$ cat src/sv/msrch_pkg.sv
// Types and constants shared by the medoid search block.
// No dependencies; compiled first.
`default_nettype none

package msrch_pkg;

    localparam int VIDX_W   = 10;
    localparam int CIDX_W   = 7;
    localparam int SAMPLE_W = 16;
    localparam int SUM_W    = 49;
    localparam int CFG_IDX_W  = 3;
    localparam int CFG_DATA_W = 11;
    localparam int QUEUE_DEPTH = 4;

    typedef enum logic [CFG_IDX_W-1:0] {
        CFG_VECTOR_COUNT    = 3'd0,
        CFG_COMPONENT_COUNT = 3'd1,
        CFG_FIRST_COMPONENT = 3'd2,
        CFG_RANGE_START     = 3'd3,
        CFG_RANGE_END       = 3'd4
    } cfg_reg_t;

    typedef enum logic {
        CMD_LOAD = 1'b0,
        CMD_RUN  = 1'b1
    } cmd_t;

    typedef struct packed {
        logic [10:0] vector_count;
        logic [7:0]  component_count;
        logic [6:0]  first_component;
        logic [9:0]  range_start;
        logic [10:0] range_end;
    } cfg_t;

    // One classified item as it travels through the queue.
    typedef struct packed {
        logic                is_run;
        logic [VIDX_W-1:0]   vector_index;
        logic [CIDX_W-1:0]   component_index;
        logic [SAMPLE_W-1:0] sample;
    } work_t;

endpackage

`default_nettype wire

$ cat src/sv/msrch_if.sv
// Handshake interfaces for the item and result channels.
// Depends on msrch_pkg.
`default_nettype none

interface msrch_item_if
    import msrch_pkg::*;
();
    logic                valid;
    logic                ready;
    logic                command;
    logic [VIDX_W-1:0]   vector_index;
    logic [CIDX_W-1:0]   component_index;
    logic [SAMPLE_W-1:0] sample;

    modport source (output valid, command, vector_index, component_index, sample,
                    input ready);
    modport sink   (input valid, command, vector_index, component_index, sample,
                    output ready);
endinterface


`default_nettype wire

$ cat src/sv/msrch_front.sv
// Front stage: accepts items, drops loads outside the store, registers the rest.
// Depends on msrch_pkg and msrch_if.
`default_nettype none

module msrch_front
    import msrch_pkg::*;
#(
    parameter int MAX_VECTORS    = 1024,
    parameter int MAX_COMPONENTS = 128
)(
    input  wire logic   clk,
    input  wire logic   rst_n,
    msrch_item_if.sink  items,
    output work_t       work,
    output logic        work_valid,
    input  wire logic   work_ready
);

    logic  valid_reg, valid_next;
    work_t work_reg;
    logic  take, keep;

    assign items.ready = !valid_reg || work_ready;
    assign take        = items.valid && items.ready;
    // A load whose address lies outside the store is simply discarded here.
    assign keep = (items.command == CMD_RUN)
               || ((32'(items.vector_index) < MAX_VECTORS)
                   && (32'(items.component_index) < MAX_COMPONENTS));

    always_comb
    begin
        valid_next = valid_reg;
        if (work_ready)
        begin
            valid_next = 1'b0;
        end
        if (take)
        begin
            valid_next = keep;
        end
    end

    always_ff @(posedge clk or negedge rst_n)
    begin
        if (!rst_n)
        begin
            valid_reg <= 1'b0;
        end
        else
        begin
            valid_reg <= valid_next;
        end
    end

    always_ff @(posedge clk)
    begin
        if (take)
        begin
            work_reg.is_run          <= items.command;
            work_reg.vector_index    <= items.vector_index;
            work_reg.component_index <= items.component_index;
            work_reg.sample          <= items.sample;
        end
    end

    assign work       = work_reg;
    assign work_valid = valid_reg;

endmodule

`default_nettype wire

$ cat src/flat_wrapper.sv
// flat-port wrapper written by rule: the top's interface ports become plain ports
module msrch_front_flat import msrch_pkg::*;
#(
    parameter int MAX_VECTORS    = 1024,
    parameter int MAX_COMPONENTS = 128
)
  (clk, rst_n, work, work_valid, work_ready, items_valid, items_command, items_vector_index, items_component_index, items_sample, items_ready);
  msrch_item_if items_i ();
  input  wire logic clk;
  input  wire logic rst_n;
  output work_t work;
  output logic work_valid;
  input  wire logic work_ready;
  input wire logic [$bits(items_i.valid)-1:0] items_valid;
  input wire logic [$bits(items_i.command)-1:0] items_command;
  input wire logic [$bits(items_i.vector_index)-1:0] items_vector_index;
  input wire logic [$bits(items_i.component_index)-1:0] items_component_index;
  input wire logic [$bits(items_i.sample)-1:0] items_sample;
  output wire logic [$bits(items_i.ready)-1:0] items_ready;
  assign items_i.valid = items_valid;
  assign items_i.command = items_command;
  assign items_i.vector_index = items_vector_index;
  assign items_i.component_index = items_component_index;
  assign items_i.sample = items_sample;
  assign items_ready = items_i.ready;
  msrch_front #(.MAX_VECTORS(MAX_VECTORS), .MAX_COMPONENTS(MAX_COMPONENTS)) u_core (.clk(clk), .rst_n(rst_n), .items(items_i), .work(work), .work_valid(work_valid), .work_ready(work_ready));
endmodule
$ cat config.mk
export PLATFORM = sky130hd
export DESIGN_NAME = msrch_front_flat
export DESIGN_NICKNAME = d
export VERILOG_FILES = /design/src/sv/msrch_pkg.sv /design/src/sv/msrch_if.sv /design/src/sv/msrch_front.sv /design/src/flat_wrapper.sv
export SDC_FILE = /design/constraint.sdc
export NUM_CORES = 1
export LEC_CHECK = 0
export BUFFER_PORTS_ARGS = -buffer_cell sky130_fd_sc_hd__buf_4
export CORE_ASPECT_RATIO = 0.75
export CORE_MARGIN = 10
export CORE_UTILIZATION = 39
export CTS_CLUSTER_SIZE = 14
export DETAILED_ROUTE_END_ITERATION = 12
export MAX_ROUTING_LAYER = met4
export PLACE_DENSITY = 0.88
export SLEW_MARGIN = 20
export SYNTH_ARGS = -nofsm -noshare
export SYNTH_HDL_FRONTEND = slang
export SYNTH_SLANG_ARGS = --single-unit
$ cat constraint.sdc
create_clock -name clk -period 1.4 [get_ports clk]
set_input_delay 0.28 -clock clk [delete_from_list [all_inputs] [get_ports clk]]
set_output_delay 0.28 -clock clk [all_outputs]
set_load 0.05 [all_outputs]
==> flow_summary.toml, run 1 <==
[floorplan]
die_area_um2 = 5277
die_w_um = 80.62
coreArea_um2 = 2623
initial_core_util_pct = 40.98
rows = 16
ios = 74
die_h_um = 65.47

[placement]
portBuffers = 73
place_area_um2 = 1697
dp.cells = 149
place_ws_ps = 251.9
gp_congestion = 0.7738

[synthesis]
yosysTopAreaCell = "edfxtp_1"
synth_mux_area_share_pct = 0
ys_ff_latch = 35
synthArstFlopShare_pct = 2.857
syn-cell-area_um2 = 1075
synth_seq_area_share_pct = 97.32
synth_top_family_by_area = "simple AND/OR/NAND/NOR gates"
synthTopCellsByCount = "34 x edfxtp_1, 1 x and2_4, 1 x dfrtp_1, 1 x nand2b_1, 1 x nand2b_4"
synth_most_common_cell = "edfxtp_1"
avgSynthCellArea_um2 = 28.28
yosys.area_share.adder_pct = 0
synth.distinct_cells = 5
synth_top_area_share_pct = 94.99
synth-simple-area-share_pct = 2.678
yosysWarnings = 0
synth_edf_count = 34
synthFlopType = "edfxtp_1"
synthTopCellsByArea = "edfxtp_1 95%, dfrtp_1 2.3%, nand2b_4 1.3%"
synth_compound_area_share_pct = 0
synthesis.nets = 76
synth_xor_area_share_pct = 0
syn_inst = 38

[timing]
hold_viol_final = 0
tns_ps = 0
drv_slew = 0
rsz0062_at_grt = "no"
finalCritPeriodShare_pct = 89.38
tightest_slew_ps = 156.8
timing.final.crit_period_ps = 1251
fmaxAchievable_mhz = 799.2
setup_ws_ps = 148.7
finalSetupViolCount = 0
fin_skew_ps = 7.187
slew-limit-headroom_pct = 89.55

[setup_path]
startpoint_type = "register"
crit_buf_inv = 1
cp_max_fo = 3
crit_chain = "nand2b_4, buf_4"
slowest_stage = "dfrtp_2"
cp.required_ps = 1120
slowest_delay_ps = 430
worstSetupPathType = "reg2out"
crit_arrival_ps = 970
critical_path.endpoint_type = "output pin"
path_delay_family = "flip-flops"

[power_and_ir_drop]
leakagePower_uw = 0.0007586
ir_drop_mv = 0.5901
power_density_nw_per_um2 = 1287

[final_layout]
fin_area_um2 = 1787
diodes = 0
fill_cells = 186
fin_cells = 158
drive_above_1_share_pct = 68.03
area_growth_pct = 66.24
largest_reg_flops = 34
finalNetCount = 159

[flow_run]
cap_violations = 0

[routing]
routed_wirelength_mm = 2.784
vias_per_cell = 4.297
drc = 0
firstDrtPassIters = 4
wl_per_cell_um = 17.62
antenna_left = 0
dr_total_vias = 679
drtIter0Drc = 50

[global_route]
grt_max_degree = 22
grt_overflow = 0
antenna_found_initial = 0
grt_pass1_wl_mm = 4.064
grt_pass1_vias = 733
grtUsageTotal_pct = 10.88

[status]
outcome = "finished clean"

[cts]
h-tree-depth = 2
cts-root-buf = "clkbuf_8"
clock_latency_ps = 270
clkSinkCount = 35
clk_path_buf_depth = 2
cts_tree = "done"
clk_pin_slew_ps = 70
cts_buffers = 5

[min_path]
hp-class = "in2reg"
-- per-layer routing --
layer	wire (µm)	global-route usage (%)
met1	977	10.00
met2	1442	18.15
met3	306	5.299
met4	58	6.140
met5	0	-
-- stage by stage --
stage,hold slack (ps),total power (µW),utilization (%)
5_1_grt,162.9,2384,68.13
6_report,178.6,2300,68.13
4_1_cts,171.0,2319,68.13
3_5_place_dp,60.85,1678,64.69
2_1_floorplan,-15.59,1487,-
3_3_place_gp,55.44,1667,64.69
-- path summary, 6_finish.rpt --
| path | startpoint | endpoint | slack [ps] | cells past startpoint |
|---|---|---|---|---|
| max | u_core.work_valid | items_ready | 150 | 2 |
| min | items_sample[8] | u_core.work[8] | 180 | 1 |
| max reg2reg | u_core.work_valid | u_core.work[33] | 240 | 3 |
| min reg2reg | u_core.work_valid | u_core.work_valid | 550 | 2 |
| max in group asynchronous | rst_n | u_core.work_valid | 990 | 2 |
| min in group asynchronous | rst_n | u_core.work_valid | 320 | 2 |
-- cells by family (layout without fill, tap and decap cells) --
kind of cell / count (synthesis) / in the layout
simple gates: 3 / 3
flops: 35 / 35
buf+inv: 0 / 84
-- worst reg2reg max path, cell delays in order (launching register included) --
cell and delay [ps]:
dfrtp_2 430, nand2b_4 80, and2_4 150, buf_4 200
-- cell type report --
type                    instances  area [µm²]  share of cell area (%)
well taps                      36       45.04                   2.521
multi-input cells               3       28.78                   1.611
clock buffers                   6       72.57                   4.062
repair buffers                 76       585.6                   32.77
flip-flops and latches         35        1047                   58.61
clock inverters                 2       7.507                  0.4202
-- report_power, final --
| group | switching, µW | internal (µW) |
|---|---|---|
| clock network | 309 | 338 |
| logic | 265 | 151 |
| registers | 16.6 | 1220 |
| total | 591 | 1710 |
-- layout by cell type (no fill, tap or decap) --
master,n
clkbuf_1,1
nand2b_1,1
edfxtp_1,34
and2_4,1
nand2b_4,1
clkinv_1,2
buf_4,74
buf_12,1
clkbuf_8,5
dfrtp_2,1
dlygate4sd3_1,1
-- timing repair --
action | 4_1_cts | 5_1_grt
hold buffers | 1 | 0
setup buffers | 0 | 0
hold endpoints to repair | 1 | 0
resized for setup | 0 | 0
Power figures use the tool's default switching activity.
==> run 2, diff against run 1 <==
--- a/config.mk
+++ b/config.mk
@@ -5,10 +5,13 @@
 export SDC_FILE = /design/constraint.sdc
 export NUM_CORES = 1
 export LEC_CHECK = 0
+export ABC_AREA = 0
 export BUFFER_PORTS_ARGS = -buffer_cell sky130_fd_sc_hd__buf_4
+export CELL_PAD_IN_SITES_DETAIL_PLACEMENT = 1
+export CELL_PAD_IN_SITES_GLOBAL_PLACEMENT = 1
 export CORE_ASPECT_RATIO = 0.75
 export CORE_MARGIN = 10
-export CORE_UTILIZATION = 39
+export CORE_UTILIZATION = 31
 export CTS_CLUSTER_SIZE = 14
 export DETAILED_ROUTE_END_ITERATION = 12
 export MAX_ROUTING_LAYER = met4
==> run 2 against run 1 <==
Effect of this change:
- global-route usage shrank 0.054 points
- register-to-register slack lost 40 ps
- critical path depth is the same
- sequential share of layout area shrank 0.61 points
- sequential power is essentially flat
- cell area grew 1.1%
- wire length grew 16%
- critical path type unchanged
- largest cell class unchanged
==> flow_summary.toml, run 2 (same netlist as run 1, synthesis figures left out) <==
[power_and_ir_drop]
switching_share_pct = 26.26
power_uw = 2337
pwr-share-comb_pct = 18.3
switching_power_uw = 613.8
ir_drop_mv = 0.7809
leakagePower_uw = 0.0007645
power_density_nw_per_um2 = 1295
power.internal_uw = 1724
seqPwrFrac_pct = 52.9
clock_power_share_pct = 28.7

[setup_path]
worstSetupPathType = "reg2out"
slowest_delay_ps = 430
startpoint_type = "register"
crit_chain = "nand2b_4, buf_4"
crit_buf_inv = 1
critical_path.endpoint_type = "output pin"
cp.required_ps = 1120
cp_max_fo = 3
critPathLaunch = "u_core.work_valid"
rr_startpoint = "u_core.work_valid"
path_delay_family = "flip-flops"
crit_arrival_ps = 990
slowest_stage = "dfrtp_2"

[final_layout]
finalNetCount = 159
fin_area_um2 = 1805
diodes = 0
final_cell_mix = "73 x buf_4, 34 x edfxtp_1, 5 x clkbuf_8, 2 x clkbuf_1, 2 x buf_12"
largest_reg_flops = 34
fill_cells = 312
area_growth_pct = 67.99
layout.cells.most_common = "buf_4"
drive_above_1_share_pct = 68.85

[floorplan]
rows = 18
die_w_um = 87.99
die_h_um = 71.00
ios = 74
die_area_um2 = 6247
coreArea_um2 = 3311
initial_core_util_pct = 32.46

[timing]
rsz0062_at_grt = "no"
finalCritPeriodShare_pct = 90.42
fmaxAchievable_mhz = 790.0
tightest_slew_ps = 157.7
worst_hold_slack_ps = 174.1
slew-limit-headroom_pct = 89.49
finalSetupViolCount = 0
timing.final.crit_period_ps = 1266
tns_ps = 0
fin_skew_ps = 6.869
hold_viol_final = 0
drv_slew = 0
setup_ws_ps = 134.1

[cts]
clk_pin_slew_ps = 70
cts_buffers = 5
cts-root-buf = "clkbuf_8"
post-cts-setup-buffers = 0
cts_tree = "done"
clk_path_buf_depth = 2
h-tree-depth = 2
clkSinkCount = 35
clock_latency_ps = 280

[routing]
antenna_left = 0
drtIter0Drc = 40
wl_per_cell_um = 19.99
firstDrtPassIters = 3
vias_per_cell = 4.154
dr_total_vias = 673
drc = 0
routed_wirelength_mm = 3.239

[global_route]
grt_overflow = 0
antenna_found_initial = 0
grt_max_degree = 15
grt_pass1_vias = 839
grt_pass1_wl_mm = 4.643
grtUsageTotal_pct = 10.82

[placement]
place_area_um2 = 1714
portBuffers = 73
place_ws_ps = 219.6
gp_congestion = 0.7354

[min_path]
hp-start = "items_vector_index[1]"
hp-class = "in2reg"

[status]
outcome = "finished clean"

[flow_run]
cap_violations = 0
run 2: power groups by stage:
stage	clock [µW]	sequential [µW]	combinational (µW)
after CTS	697	1240	433
after detailed placement	0	1260	428
final	672	1240	428
after global routing	741	1240	447
after floorplan	0	1450	33.0
after global placement	0	1260	421
run 2: what timing repair did:
action / CTS / global route
hold buffers: 1 / 0
endpoints found under the hold margin: 1 / 0
gates resized for setup: 0 / 0
run 2: through the flow:
| stage | instances | utilization (%) |
|---|---|---|
| floorplan | 38 | - |
| global placement | 153 | 51.78 |
| detailed placement | 153 | 51.78 |
| CTS | 162 | 54.54 |
| global route | 162 | 54.54 |
| finish | 162 | 54.54 |
run 2: cell type report:
class                   count  area, µm²  area share, %
repair buffers             76      598.1          33.13
multi-input cells           3      28.78          1.594
clock inverters             1      5.005         0.2772
clock buffers               7      76.32          4.227
flip-flops and latches     35       1047          58.00
well taps                  40      50.05          2.772
run 2: path summary, 6_finish.rpt:
kind	slack [ps]	cells past startpoint	endpoint
max	130	2	items_ready
min	170	1	u_core.work[24]
max reg2reg	200	3	u_core.work[21]
min reg2reg	580	2	u_core.work_valid
max in group asynchronous	1010	2	u_core.work_valid
min in group asynchronous	300	2	u_core.work_valid
run 2: metal layers:
layer | part of all wire (%) | up-vias | wire length [µm] | track usage, %
met1 | 37 | 305 | 1197 | 9.655
li1 | - | 314 | - | -
met4 | 0.90 | 0 | 29 | 4.240
met5 | 0 | - | 0 | -
met2 | 47 | 50 | 1507 | 16.21
met3 | 16 | 4 | 504 | 9.382
==> run 3, diff against run 2 <==
==> constraint.sdc (replaced) <==
create_clock -name clk -period 1.4 [get_ports clk]
set_input_delay 0.21 -clock clk [delete_from_list [all_inputs] [get_ports clk]]
set_output_delay 0.21 -clock clk [all_outputs]
set_load 0.05 [all_outputs]
==> run 3 against run 2 <==
Effect of this change:
- core utilization is essentially flat
- count of clock-buffer cells in the layout shrank 1
- first-iteration DRC count shrank 33%
- sequential share of layout area is essentially flat
- hold slack lost 73 ps
- clock power shrank 1%
- clock skew shrank 1.3 ps
- non-clock buffer count is the same
- combinational power is essentially flat
- largest power group unchanged
- largest cell class unchanged
- critical path depth is the same
- critical endpoint unchanged
==> flow_summary.toml, run 3 (same netlist as run 1, synthesis figures left out) <==
[status]
outcome = "finished clean"

[routing]
antenna_left = 0
drtIter0Drc = 27
wl_per_cell_um = 19.23
routed_wirelength_mm = 3.116
vias_per_cell = 4.265
firstDrtPassIters = 3
drc = 0
dr_total_vias = 691

[timing]
tns_ps = 0
rsz0062_at_grt = "no"
tightest_slew_ps = 147.6
fmaxAchievable_mhz = 830.1
finalCritPeriodShare_pct = 86.05
timing.final.crit_period_ps = 1205
drv_slew = 0
slew-limit-headroom_pct = 90.16
fin_skew_ps = 5.598
hold_viol_final = 0
finalSetupViolCount = 0

[setup_path]
crit_arrival_ps = 990
cp_max_fo = 3
cp.required_ps = 1190
crit_buf_inv = 1
path_delay_family = "flip-flops"
slowest_delay_ps = 430
startpoint_type = "register"
critical_path.endpoint_type = "output pin"
crit_chain = "nand2b_4, buf_4"
worstSetupPathType = "reg2out"
slowest_stage = "dfrtp_2"

[floorplan]
die_w_um = 87.99
coreArea_um2 = 3311
initial_core_util_pct = 32.46
die_h_um = 71.00
rows = 18
die_area_um2 = 6247
ios = 74

[final_layout]
drive_above_1_share_pct = 68.03
largest_reg_flops = 34
area_growth_pct = 67.87
layout.cells.most_common = "buf_4"
final_cell_mix = "73 x buf_4, 34 x edfxtp_1, 5 x clkbuf_8, 2 x clkinv_1, 2 x buf_12"
finalNetCount = 159
fin_area_um2 = 1804
fill_cells = 309
fin_util_pct = 54.50
diodes = 0

[min_path]
hp-class = "in2reg"

[cts]
clkSinkCount = 35
cts-root-buf = "clkbuf_8"
cts_tree = "done"
h-tree-depth = 2
clk_pin_slew_ps = 70
post-cts-setup-buffers = 0
hold_buffers = 1
cts_buffers = 5
clk_path_buf_depth = 2
postCtsResizedCells = 0
clock_latency_ps = 280

[power_and_ir_drop]
power.internal_uw = 1714
power_density_nw_per_um2 = 1289
switching_share_pct = 26.30
seqPwrFrac_pct = 53.2
clock_power_share_pct = 28.5
pwr-share-comb_pct = 18.3
ir_drop_mv = 0.8369
switching_power_uw = 611.5
leakagePower_uw = 0.0007625

[global_route]
grt_overflow = 0
grt_pass1_vias = 852
grtUsageTotal_pct = 10.54
antenna_found_initial = 0
grt_max_degree = 15
grt_pass1_wl_mm = 4.533

[placement]
portBuffers = 73
place_area_um2 = 1714
gp_congestion = 0.7376

[flow_run]
cap_violations = 0
==> run 3: final cells by class <==
type / count / area, µm² / share of cell area [%]
Tap cell: 40 / 50.05 / 2.774
Multi-Input combinational cell: 3 / 28.78 / 1.595
Sequential cell: 35 / 1047 / 58.04
Timing Repair Buffer: 76 / 598.1 / 33.15
Clock inverter: 2 / 7.507 / 0.4161
Clock buffer: 6 / 72.57 / 4.022
==> run 3: routing by layer <==
metal | track usage [%] | routed length, µm | share of wire, %
met2 | 15.24 | 1454 | 47
met1 | 9.876 | 1119 | 36
met5 | - | 0 | 0
met4 | 5.300 | 46 | 1.5
met3 | 8.352 | 494 | 16
==> run 3: stage by stage <==
| step | power [µW] | instances | hold WS (ps) | worst slack [ps] |
|---|---|---|---|---|
| after floorplan | 1487 | 38 | -85.59 | -53.32 |
| after global placement | 1679 | 153 | -14.67 | 246.8 |
| after detailed placement | 1687 | 153 | -11.58 | 208.4 |
| after CTS | 2354 | 162 | 92.13 | 179.9 |
| after global routing | 2415 | 162 | 83.72 | 163.2 |
| final | 2325 | 162 | 101.3 | 195.4 |
==> run 3: worst register-to-register path: stages, from the launching register on <==
cell and delay, ps:
dfrtp_2 430, nand2b_4 90, and2_4 230, buf_12 160
==> run 3: path summary, 6_finish.rpt <==
kind | end | slack (ps) | depth (start not counted) | startpoint
worst max-delay path | items_ready | 200 | 2 | u_core.work_valid
worst min-delay path | u_core.work[5] | 100 | 1 | items_sample[5]
worst max register to register | u_core.work[15] | 200 | 3 | u_core.work_valid
worst min register to register | u_core.work_valid | 560 | 2 | u_core.work_valid
max in group asynchronous | u_core.work_valid | 1050 | 2 | rst_n
min in group asynchronous | u_core.work_valid | 260 | 2 | rst_n
==> run 3: power groups by stage <==
stage | combinational (µW) | sequential, µW | clock, µW
2_1_floorplan | 33.0 | 1450 | 0
3_3_place_gp | 421 | 1260 | 0
3_5_place_dp | 427 | 1260 | 0
4_1_cts | 430 | 1240 | 687
5_1_grt | 446 | 1240 | 727
6_report | 426 | 1240 | 662
