**config.mk**
```make
export PLATFORM = sky130hd
export DESIGN_NAME = msrch_queue
export DESIGN_NICKNAME = d
export VERILOG_FILES = /design/src/sv/msrch_pkg.sv /design/src/sv/msrch_queue.sv
export SDC_FILE = /design/constraint.sdc
export NUM_CORES = 1
export LEC_CHECK = 0
export ABC_AREA = 1
export BUFFER_PORTS_ARGS = -buffer_cell sky130_fd_sc_hd__buf_2
export CORE_MARGIN = 2
export CORE_UTILIZATION = 60
export CTS_BUF_LIST = sky130_fd_sc_hd__clkbuf_4
export CTS_CLUSTER_SIZE = 12
export DETAILED_ROUTE_END_ITERATION = 6
export PLACE_DENSITY = 0.93
export SLEW_MARGIN = 20
export SYNTH_ARGS = -nofsm -noshare
export SYNTH_HDL_FRONTEND = slang
export SYNTH_SLANG_ARGS = --single-unit
```
**constraint.sdc**
```tcl
create_clock -name clk -period 3.4 [get_ports clk]
set_input_delay 0.17 -clock clk [delete_from_list [all_inputs] [get_ports clk]]
set_output_delay 0.17 -clock clk [all_outputs]
set_load 0.02 [all_outputs]
```
**src/sv/msrch_pkg.sv**
```systemverilog
// Types and constants shared by the medoid search block.
// No dependencies; compiled first.
`default_nettype none

package msrch_pkg;

    localparam int VIDX_W   = 10;
    localparam int CIDX_W   = 7;
    localparam int SAMPLE_W = 16;
    localparam int SUM_W    = 49;
    localparam int CFG_IDX_W  = 3;
    localparam int CFG_DATA_W = 11;
    localparam int QUEUE_DEPTH = 4;

    typedef enum logic [CFG_IDX_W-1:0] {
        CFG_VECTOR_COUNT    = 3'd0,
        CFG_COMPONENT_COUNT = 3'd1,
        CFG_FIRST_COMPONENT = 3'd2,
        CFG_RANGE_START     = 3'd3,
        CFG_RANGE_END       = 3'd4
    } cfg_reg_t;

    typedef enum logic {
        CMD_LOAD = 1'b0,
        CMD_RUN  = 1'b1
    } cmd_t;

    typedef struct packed {
        logic [10:0] vector_count;
        logic [7:0]  component_count;
        logic [6:0]  first_component;
        logic [9:0]  range_start;
        logic [10:0] range_end;
    } cfg_t;

    // One classified item as it travels through the queue.
    typedef struct packed {
        logic                is_run;
        logic [VIDX_W-1:0]   vector_index;
        logic [CIDX_W-1:0]   component_index;
        logic [SAMPLE_W-1:0] sample;
    } work_t;

endpackage

`default_nettype wire

```
**src/sv/msrch_queue.sv**
```systemverilog
// Short queue between the front stage and the search engine.
// Depends on msrch_pkg.
`default_nettype none

module msrch_queue
    import msrch_pkg::*;
(
    input  wire logic  clk,
    input  wire logic  rst_n,
    input  work_t      push_data,
    input  wire logic  push_valid,
    output logic       push_ready,
    output work_t      pop_data,
    output logic       pop_valid,
    input  wire logic  pop_ready
);

    localparam int PTR_W = $clog2(QUEUE_DEPTH);

    work_t            slots [QUEUE_DEPTH];
    logic [PTR_W-1:0] wr_ptr_reg, rd_ptr_reg;
    logic [PTR_W:0]   count_reg, count_next;
    logic             do_push, do_pop;

    assign push_ready = (32'(count_reg) < QUEUE_DEPTH);
    assign pop_valid  = (count_reg != '0);
    assign do_push    = push_valid && push_ready;
    assign do_pop     = pop_valid && pop_ready;
    assign pop_data   = slots[rd_ptr_reg];

    always_comb
    begin
        count_next = count_reg;
        case ({do_push, do_pop})
            2'b10:   count_next = count_reg + 1'b1;
            2'b01:   count_next = count_reg - 1'b1;
            default: count_next = count_reg;
        endcase
    end

    always_ff @(posedge clk or negedge rst_n)
    begin
        if (!rst_n)
        begin
            wr_ptr_reg <= '0;
            rd_ptr_reg <= '0;
            count_reg  <= '0;
        end
        else
        begin
            if (do_push)
            begin
                wr_ptr_reg <= wr_ptr_reg + 1'b1;
            end
            if (do_pop)
            begin
                rd_ptr_reg <= rd_ptr_reg + 1'b1;
            end
            count_reg <= count_next;
        end
    end

    always_ff @(posedge clk)
    begin
        if (do_push)
        begin
            slots[wr_ptr_reg] <= push_data;
        end
    end

endmodule

`default_nettype wire

```
==> results.yml, run 1 <==
clocking:
  insertion_delay_ns: 0.53
  cts_resized: 0
  cts-root-buf: "clkbuf_4"
  cts_tree: "done"
  cts_inserted_buffers: 17
  numClockSinks: 143
  cts.clk_slew.worst_paths_ns: 0.12
  clockBufferDepth: 2
  cts.htree.levels: 4
worst_setup_path:
  cp-start-kind: "flop"
  cp.required_ns: 3.23
  reg2reg_depth: 3
  worstPathArrival_ns: 2.28
  ff2ff_setup_slack_ns: 1.24
  crit_fanout: 138
  crit_type: "flop to primary output"
  regToRegStartpoint: "count_reg[2]"
  end_kind: "primary output"
  reg2reg_to: "slots[3][21]"
worst_hold_path:
  hold_path_end: "wr_ptr_reg[1]"
  min_from: "push_valid"
  hp-class: "input pin to flop"
  hold_depth: 4
sta:
  fin_crit_sh_pct: 72.1
  max_freq_mhz: 408
  fin_skew_ns: 0.0147
  hold_viol: 0
  fin_crit_ns: 2.45
  slew_violations: 0
  worst_slew_margin_rel_pct: 27.5
  fin_hold_ws_ns: 0.272
  setup-tns-final_ns: 0
  setup_violations: 0
  tightest_slew_ns: 1.08
  grt_setup_unrepaired: "no"
pwr:
  pwr-share-comb_pct: 38.6
  clockPowerShare_pct: 18.8
  p_int_mw: 3.32
  netSwitchingPower_mw: 2.16
  seq_power_share_pct: 42.6
  p_per_area_nw_per_um2: 792
  leakagePower_nw: 2.84
  switching_share_pct: 39.4
  vdd_ir_drop_max_uv: 813
floorplan:
  coreArea_um2: 9640
  die_y_um: 103
  die_w_um: 103
  pin_count: 74
  num_rows: 36
  die_area_um2: 10600
  initial_core_util_pct: 60.9
grt:
  antenna_found_initial: 0
  grt_pass1_vias: 3583
  grt_pass1_wl_um: 16800
  globalRouteOverflowTotal: 0
  grt_usage_pct: 21.7
  grt_max_degree: 139
finish:
  fin_nets: 606
  antennaDiodeCount: 0
  regArea_um2: 4260
  drive_above_1_share_pct: 19.7
  largest_register_ffs: 136
  multi_input_comb_area_um2: 1130
  area_growth_pct: 18.0
  nFillCells: 622
yosys:
  synth_seq_area_share_pct: 72.6
  yosys.area.top_type: "edfxtp_1"
  syn_area_um2: 5870
  synth_nets: 496
  ys_ff_latch: 143
  avgSynthCellArea_um2: 13.0
  yosysWarnings: 0
  yosys-top-cells-area: "edfxtp_1 70%, o211ai_1 8.7%, nand2_1 7.4%, inv_1 5.2%, dfrtp_1 3.0%"
  synth_cell_types: 18
  synth.top_cell.area_share_pct: 69.6
  synthCells: 452
routing:
  post_drt_wl_per_cell_um: 15.2
  drc: 0
  drt_iter0_markers: 229
  drt-vias-per-instance: 5.13
  wl_um: 10800
  vias: 3630
  dr.pass1.iters: 4
  ant_nets: 0
placed_design:
  dp_hpwl_um: 6070
  numPortBuffers: 73
  gp_congestion: 0.789
run_status:
  status: "complete, no violations"
run:
  max-cap-violations: 0
final cells by class:
cell class              count  area share, %
clock buffers              18           1.95
repair buffers            113           11.2
well taps                 133           2.40
multi-input cells         204           16.3
flip-flops and latches    143           61.5
clock inverters            13           2.01
inverters                  83           4.57
cell usage in the layout (no fill, tap or decap), types with 2 or more instances in the layout:
cell	synthesis	final
clkinv_4	0	2
nand3_1	4	4
dlygate4sd3_1	0	37
buf_4	0	2
ha_1	5	5
inv_6	0	4
inv_1	81	81
clkinv_2	0	4
clkbuf_4	0	18
nand2_1	116	116
buf_2	7	73
clkinvlp_4	0	2
bufinv_16	0	2
o211ai_1	68	68
dfrtp_1	7	7
nor2_4	0	4
edfxtp_1	136	136
kinds of logic after synthesis:
group,count (synthesis),synth area share (%)
buffers and inverters,105,8.66
XOR/XNOR,2,0.299
flip-flops,143,72.6
AO/OA/AOI/OAI,70,8.87
adder cells (fa/ha/maj),6,1.41
AND/OR/NAND/NOR,126,8.19
routing by layer:
layer  part of all wire, %  track usage, %  up-vias
li1                      -               -     1784
met1                    40            25.9     1705
met4                   1.5            9.01        0
met5                     0               0        -
met2                    53            36.4      124
met3                   5.8            7.46       17
critical path, cell delays in order, from the launching register on:
cell	delay [ns]
dfrtp_1	0.45
inv_6	0.62
nand2_1	0.18
o211ai_1	0.17
nand2_1	0.07
buf_2	0.16
worst max-delay path by stage:
stage	endpoint	from	depth (start not counted)	slack, ns
4_1_cts	pop_data[3]	rd_ptr_reg[0]	5	0.70
5_1_grt	pop_data[30]	rd_ptr_reg[0]	5	0.74
3_3_place_gp	slots[0][17]	count_reg[2]	3	1.33
3_5_place_dp	slots[3][6]	count_reg[2]	3	1.23
2_1_floorplan	slots[0][0]	count_reg[2]	3	0.74
6_report	pop_data[3]	rd_ptr_reg[0]	5	0.95
power by group through the flow:
stage	Clock (mW)	Sequential, mW	Combinational, mW
after floorplan	0	2.36	1.59
after global placement	0	2.36	1.98
after CTS	1.05	2.34	2.11
after global routing	1.13	2.36	2.35
final	1.03	2.34	2.11
after detailed placement	0	2.38	2.05
cell usage after synthesis:
master / number
buf_2: 7
o21ai_0: 1
nand2_1: 116
ha_1: 5
clkbuf_1: 1
edfxtp_1: 136
xnor2_1: 1
nand4_1: 1
inv_2: 2
xor2_1: 1
o211ai_1: 68
a21oi_1: 1
dfrtp_1: 7
nand3_1: 4
buf_6: 14
nor2_1: 5
inv_1: 81
fa_1: 1
timing repair:
action	in CTS	in global routing
hold buffers	37	0
buffers inserted	0	0
hold endpoints to repair	145	0
stage by stage:
| stage | area [um^2] | std cells | setup slack (ns) | utilization, % | power (mW) |
|---|---|---|---|---|---|
| 3_5_place_dp | 6250 | 638 | 1.23 | 64.8 | 4.43 |
| 6_report | 6930 | 707 | 0.948 | 71.8 | 5.48 |
| 4_1_cts | 6900 | 706 | 0.700 | 71.5 | 5.49 |
| 5_1_grt | 6930 | 707 | 0.742 | 71.8 | 5.83 |
| 3_3_place_gp | 6250 | 638 | 1.33 | 64.8 | 4.34 |
| 2_1_floorplan | 5870 | 452 | 0.740 | - | 3.95 |
Power figures use the tool's default switching activity.
==> run 2, diff against run 1 <==
--- a/config.mk
+++ b/config.mk
@@ -5,14 +5,14 @@
 export SDC_FILE = /design/constraint.sdc
 export NUM_CORES = 1
 export LEC_CHECK = 0
-export ABC_AREA = 1
+export ABC_AREA = 0
 export BUFFER_PORTS_ARGS = -buffer_cell sky130_fd_sc_hd__buf_2
 export CORE_MARGIN = 2
-export CORE_UTILIZATION = 60
+export CORE_UTILIZATION = 53
 export CTS_BUF_LIST = sky130_fd_sc_hd__clkbuf_4
 export CTS_CLUSTER_SIZE = 12
 export DETAILED_ROUTE_END_ITERATION = 6
-export PLACE_DENSITY = 0.93
+export PLACE_DENSITY = 0.88
 export SLEW_MARGIN = 20
 export SYNTH_ARGS = -nofsm -noshare
 export SYNTH_HDL_FRONTEND = slang
==> constraint.sdc (replaced) <==
create_clock -name clk -period 2 [get_ports clk]
set_input_delay 0.1 -clock clk [delete_from_list [all_inputs] [get_ports clk]]
set_output_delay 0.1 -clock clk [all_outputs]
set_load 0.02 [all_outputs]
==> run 2 against run 1 <==
Compared with the run above: utilization is 0.73 points lower; clock skew is 0.0029 ns lower; design area is 0.83% higher; global-route usage is 3.8 points lower; routed wire length is 10% lower; sequential share of layout area is 0.44 points lower; sequential cell count stayed put; via count is 28% lower; sequential power is 68% higher; combinational power is 89% higher; largest cell class unchanged.
==> results.yml, run 2 <==
floorplan:
  die_area_um2: 11000
  initial_core_util_pct: 54.7
  die_y_um: 105
  pin_count: 74
  die_w_um: 105
  num_rows: 36
  coreArea_um2: 9820
yosys:
  yosys.area.top_type: "edfxtp_1"
  synth_commonest_cells: "136 x edfxtp_1, 28 x mux4_2, 7 x dfrtp_1, 7 x inv_1, 6 x mux4_1"
  ys_ff_latch: 143
  syn_area_um2: 5370
  synth_cell_types: 20
  synth_edf_count: 136
  yosys-top-cells-area: "edfxtp_1 76%, mux4_2 12%, dfrtp_1 3.3%, mux4_1 2.9%, ha_1 1.2%"
  synthCells: 218
  synth_seq_area_share_pct: 79.3
  synth.top_cell.area_share_pct: 76.0
  synth-main-ff-cell: "edfxtp_1"
  synth_nets: 262
  avgSynthCellArea_um2: 24.7
  async_flop_share_pct: 4.90
  yosysMostFrequentCell: "edfxtp_1"
  yosysWarnings: 0
grt:
  grt_pass1_wl_um: 14600
  grt_usage_pct: 18.0
  antenna_found_initial: 0
  globalRouteOverflowTotal: 0
  grt_pass1_vias: 2830
  grt_max_degree: 27
placed_design:
  placed_area_um2: 5970
  gp_congestion: 0.697
  dp_hpwl_um: 5450
  preCtsSetupSlack_ns: 0.261
  numPortBuffers: 73
routing:
  drt_iter0_markers: 97
  drc: 0
  dr.pass1.iters: 4
  vias: 2630
  post_drt_wl_per_cell_um: 19.2
  drt-vias-per-instance: 5.22
  wl_um: 9680
  ant_nets: 0
worst_setup_path:
  cp-start-kind: "flop"
  worstPathArrival_ns: 1.87
  crit_fanout: 5
  cp.required_ns: 1.90
  end_kind: "primary output"
  reg2reg_to: "count_reg[2]"
  reg2reg_depth: 7
  regToRegStartpoint: "count_reg[0]"
  crit_type: "flop to primary output"
  ff2ff_setup_slack_ns: 0.24
pwr:
  leakagePower_nw: 2.49
  p_per_area_nw_per_um2: 1410
  vdd_ir_drop_max_uv: 1090
clocking:
  cts.htree.levels: 4
  cts-root-buf: "clkbuf_4"
  clockBufferDepth: 2
  cts_inserted_buffers: 17
  cts_tree: "done"
  cts.clk_slew.worst_paths_ns: 0.11
  insertion_delay_ns: 0.51
  numClockSinks: 143
sta:
  hold_viol: 0
  fin_crit_sh_pct: 98.6
  fin_skew_ns: 0.0118
  setup_violations: 0
  fin_ws_ns: 0.0285
  worst_slew_margin_rel_pct: 74.2
  slew_violations: 0
  max_freq_mhz: 507
  grt_setup_unrepaired: "yes"
  tightest_slew_ns: 0.386
  fin_crit_ns: 1.97
finish:
  drive_above_1_share_pct: 43.9
  final_common_cell: "edfxtp_1"
  stdcell_area_um2: 6980
  area_growth_pct: 29.9
  final_cell_mix: "136 x edfxtp_1, 39 x buf_2, 37 x dlygate4sd3_1"
  nFillCells: 631
  largest_register_ffs: 136
  antennaDiodeCount: 0
  fin_nets: 403
worst_hold_path:
  hold_path_end: "wr_ptr_reg[0]"
  hold_depth: 4
  min_from: "push_valid"
  hp-class: "input pin to flop"
run:
  max-cap-violations: 0
run_status:
  status: "complete, no violations"
run 2: layout make-up:
class	instances	area, um^2	share of cell area [%]
clock buffer	17	128	1.83
clock inverter	14	174	2.49
inverter	7	26.3	0.376
multi-input combinational	59	976	14.0
sequential	143	4260	61.1
tap	133	166	2.38
timing repair buffer	131	1250	17.9
run 2: cells by family (layout without fill, tap and decap cells):
family                     count (synthesis)  after routing  share of synthesized area, %
muxes                                     34             34                          14.7
adders and majority gates                  6              6                          1.54
AOI/OAI and AO/OA                          3              3                         0.349
and+or+nand+nor                           10             10                         0.954
xor gates and xnor gates                   6              6                         0.978
buffers and inverters                     16            169                          2.26
DFF                                      143            143                          79.3
run 2: where the power goes:
group	total (mW)	switching (mW)	internal [mW]
Combinational	3.98	1.88	2.10
Clock	1.91	0.946	0.965
Sequential	3.93	0.154	3.78
Total	9.82	2.98	6.84
run 2: layer usage:
layer | global-route usage, % | vias to the layer above | part of all wire [%]
met5 | 0 | - | 0
met4 | 5.52 | 0 | 1.0
met3 | 5.86 | 11 | 4.5
met2 | 29.8 | 82 | 54
met1 | 22.8 | 1347 | 41
li1 | - | 1190 | -
run 2: through the flow:
stage	hold WS [ns]	power, mW	TNS [ns]	std cells	utilization, %
floorplan	-0.196	6.12	0	218	-
global placement	-0.0609	6.89	0	427	60.8
detailed placement	-0.0482	6.98	0	427	60.8
CTS	0.0515	9.00	-0.368	497	67.7
global route	0.0768	10.3	-1.15	504	71.1
finish	0.115	9.82	0	504	71.1
run 2: how the worst max path moves through the flow:
stage	start	endpoint	slack [ns]	depth (start not counted)
after floorplan	count_reg[2]	slots[0][0]	0.04	3
after global placement	count_reg[0]	count_reg[2]	0.37	7
after detailed placement	count_reg[0]	count_reg[1]	0.26	5
after CTS	rd_ptr_reg[0]	pop_data[4]	-0.06	3
after global routing	rd_ptr_reg[0]	pop_data[23]	-0.06	4
final	rd_ptr_reg[0]	pop_data[2]	0.03	4
run 2: critical path: stages (launching register included):
cell and delay [ns]:
dfrtp_2 0.40, buf_6 0.13, clkbuf_16 0.16, mux4_2 0.52, buf_6 0.15
run 2: timing repair:
action / in CTS / in global routing
hold endpoints to repair: 145 / 0
hold buffers: 37 / 0
cloned: 0 / 4
setup buffers: 2 / 3
endpoints found under the setup margin: 27 / 34
resized for setup: 7 / 74
==> run 3, diff against run 2 <==
--- a/config.mk
+++ b/config.mk
@@ -8,11 +8,11 @@
 export ABC_AREA = 0
 export BUFFER_PORTS_ARGS = -buffer_cell sky130_fd_sc_hd__buf_2
 export CORE_MARGIN = 2
-export CORE_UTILIZATION = 53
+export CORE_UTILIZATION = 59
 export CTS_BUF_LIST = sky130_fd_sc_hd__clkbuf_4
 export CTS_CLUSTER_SIZE = 12
 export DETAILED_ROUTE_END_ITERATION = 6
-export PLACE_DENSITY = 0.88
+export PLACE_DENSITY = 0.93
 export SLEW_MARGIN = 20
 export SYNTH_ARGS = -nofsm -noshare
 export SYNTH_HDL_FRONTEND = slang
==> constraint.sdc (replaced) <==
create_clock -name clk -period 1.94 [get_ports clk]
set_input_delay 0.097 -clock clk [delete_from_list [all_inputs] [get_ports clk]]
set_output_delay 0.097 -clock clk [all_outputs]
set_load 0.02 [all_outputs]
==> run 3 against run 2 <==
Compared with the run above: the flow now finishes with violations (negative setup slack); critical endpoint is now pop_data[26]; design area is 4.8% lower; clock power fell by 13%; cell count is 5.4% lower.
==> results.yml, run 3 (same netlist as run 2, synthesis figures left out) <==
run_status:
  status: "finished with violations"
  failed_checks: "negative setup slack"
placed_design:
  placed_area_um2: 5950
  numPortBuffers: 73
  preCtsSetupSlack_ns: 0.236
  dp_hpwl_um: 5770
  gp_congestion: 0.752
  dp.cells: 404
clocking:
  cts.htree.levels: 4
  clockBufferDepth: 2
  numClockSinks: 143
  insertion_delay_ns: 0.52
  cts_inserted_buffers: 17
  cts.clk_slew.worst_paths_ns: 0.11
  cts-root-buf: "clkbuf_4"
  cts_tree: "done"
worst_setup_path:
  end_kind: "primary output"
  regToRegStartpoint: "count_reg[0]"
  critical_path.cell_chain: "buf_12, mux4_2, buf_2"
  crit_fanout: 11
  worstPathArrival_ns: 1.93
  crit_type: "flop to primary output"
  cp-start-kind: "flop"
  crit_slowest_cell: "mux4_2"
  cp.required_ns: 1.84
  cpLargestDelayFamily: "multiplexers"
  crit_path_max_incr_delay_ns: 0.53
  crit_start: "rd_ptr_reg[0]"
  worst-path-buf-inv: 2
sta:
  hold_viol: 0
  worst_slew_margin_rel_pct: 76.7
  fin_skew_ns: 0.0111
  setup_violations: 33
  fin_ws_ns: -0.0855
  grt_setup_unrepaired: "yes"
  fin_crit_sh_pct: 104
  max_freq_mhz: 494
  tightest_slew_ns: 0.349
  slew_violations: 0
  fin_crit_ns: 2.03
routing:
  drt-vias-per-instance: 5.54
  drt-met1-wl_um: 3550
  top_layer: "met4"
  drc: 0
  ant_nets: 0
  wl_um: 9440
  post_drt_wl_per_cell_um: 19.8
  wl_met3_um: 630
  wl_met2_um: 5170
  dr.pass1.iters: 4
  vias: 2644
  drt_iter0_markers: 157
finish:
  multi_input_comb_area_um2: 987
  antennaDiodeCount: 0
  final_cell_mix: "136 x edfxtp_1, 67 x buf_2, 37 x dlygate4sd3_1"
  postLayoutCoreUtil_pct: 75.8
  area_growth_pct: 23.7
  drive_above_1_share_pct: 42.8
  regArea_um2: 4260
  nFillCells: 467
  layout.cells.non_filler: 477
  fin_nets: 400
  stdcell_area_um2: 6650
  largest_register_ffs: 136
  final_common_cell: "edfxtp_1"
grt:
  globalRouteOverflowTotal: 0
  grt_pass1_vias: 2854
  grt_max_degree: 28
  antenna_found_initial: 0
  grt_usage_pct: 20.5
  grt_pass1_wl_um: 14500
pwr:
  vdd_ir_drop_max_uv: 899
  p_per_area_nw_per_um2: 1360
  power_mw: 9.06
  leakagePower_nw: 2.37
worst_hold_path:
  hp-class: "input pin to flop"
  min_from: "push_valid"
floorplan:
  num_rows: 34
  pin_count: 74
  die_area_um2: 9890
  die_y_um: 99.4
  coreArea_um2: 8760
  die_w_um: 99.4
  initial_core_util_pct: 61.3
run:
  max-cap-violations: 0
## run 3: changes by cell type in the layout (fill, tap and decap cells not counted), sizes merged
cell	delta
bufinv	-3
clkinvlp	+2
inv	+2
clkinv	-1
clkbuf	-2
## run 3: tightest hold or removal path: stages
cell	delay [ns]
buf_2	0.08
nor2b_1	0.18
buf_4	0.18
xnor2_1	0.07
## run 3: cell type report
type / count / area share, %
Clock buffer: 18 / 2.03
Clock inverter: 14 / 1.79
Inverter: 7 / 0.395
Multi-Input combinational cell: 59 / 14.9
Sequential cell: 143 / 64.2
Tap cell: 108 / 2.03
Timing Repair Buffer: 128 / 14.7
## run 3: report_power, final
part	switching, mW	internal, mW	total [mW]
clock	1.01	0.646	1.66
sequential	0.175	3.89	4.07
combinational	1.78	1.56	3.33
total	2.97	6.10	9.06
## run 3: worst paths after layout
| check | to | slack (ns) | cells after the start |
|---|---|---|---|
| worst max register to register | count_reg[1] | 0.20 | 5 |
| worst min register to register | count_reg[0] | 0.54 | 1 |
| min in group asynchronous | count_reg[0] | 0.52 | 3 |
| worst min-delay path | wr_ptr_reg[0] | 0.12 | 4 |
| max in group asynchronous | rd_ptr_reg[0] | 1.13 | 3 |
| worst max-delay path | pop_data[26] | -0.09 | 3 |
## run 3: metal layers
metal | GRT usage [%] | vias to the layer above
li1 | - | 1183
met1 | 24.5 | 1343
met2 | 36.2 | 108
met3 | 6.25 | 10
met4 | 6.43 | 0
met5 | 0 | -
## run 3: per-stage QoR
step | setup TNS, ns | hold WS, ns
floorplan | 0 | -0.199
global placement | 0 | -0.0651
detailed placement | 0 | -0.0565
CTS | -2.92 | 0.0704
global route | -4.87 | 0.0889
finish | -1.57 | 0.118
## run 3: timing repair
action                                  4_1_cts  5_1_grt
endpoints found under the setup margin       34       34
hold buffers                                 37        0
buffers inserted                              3        1
resized for setup                             6       12
pin swaps                                     0        0
hold endpoints to repair                    145        0
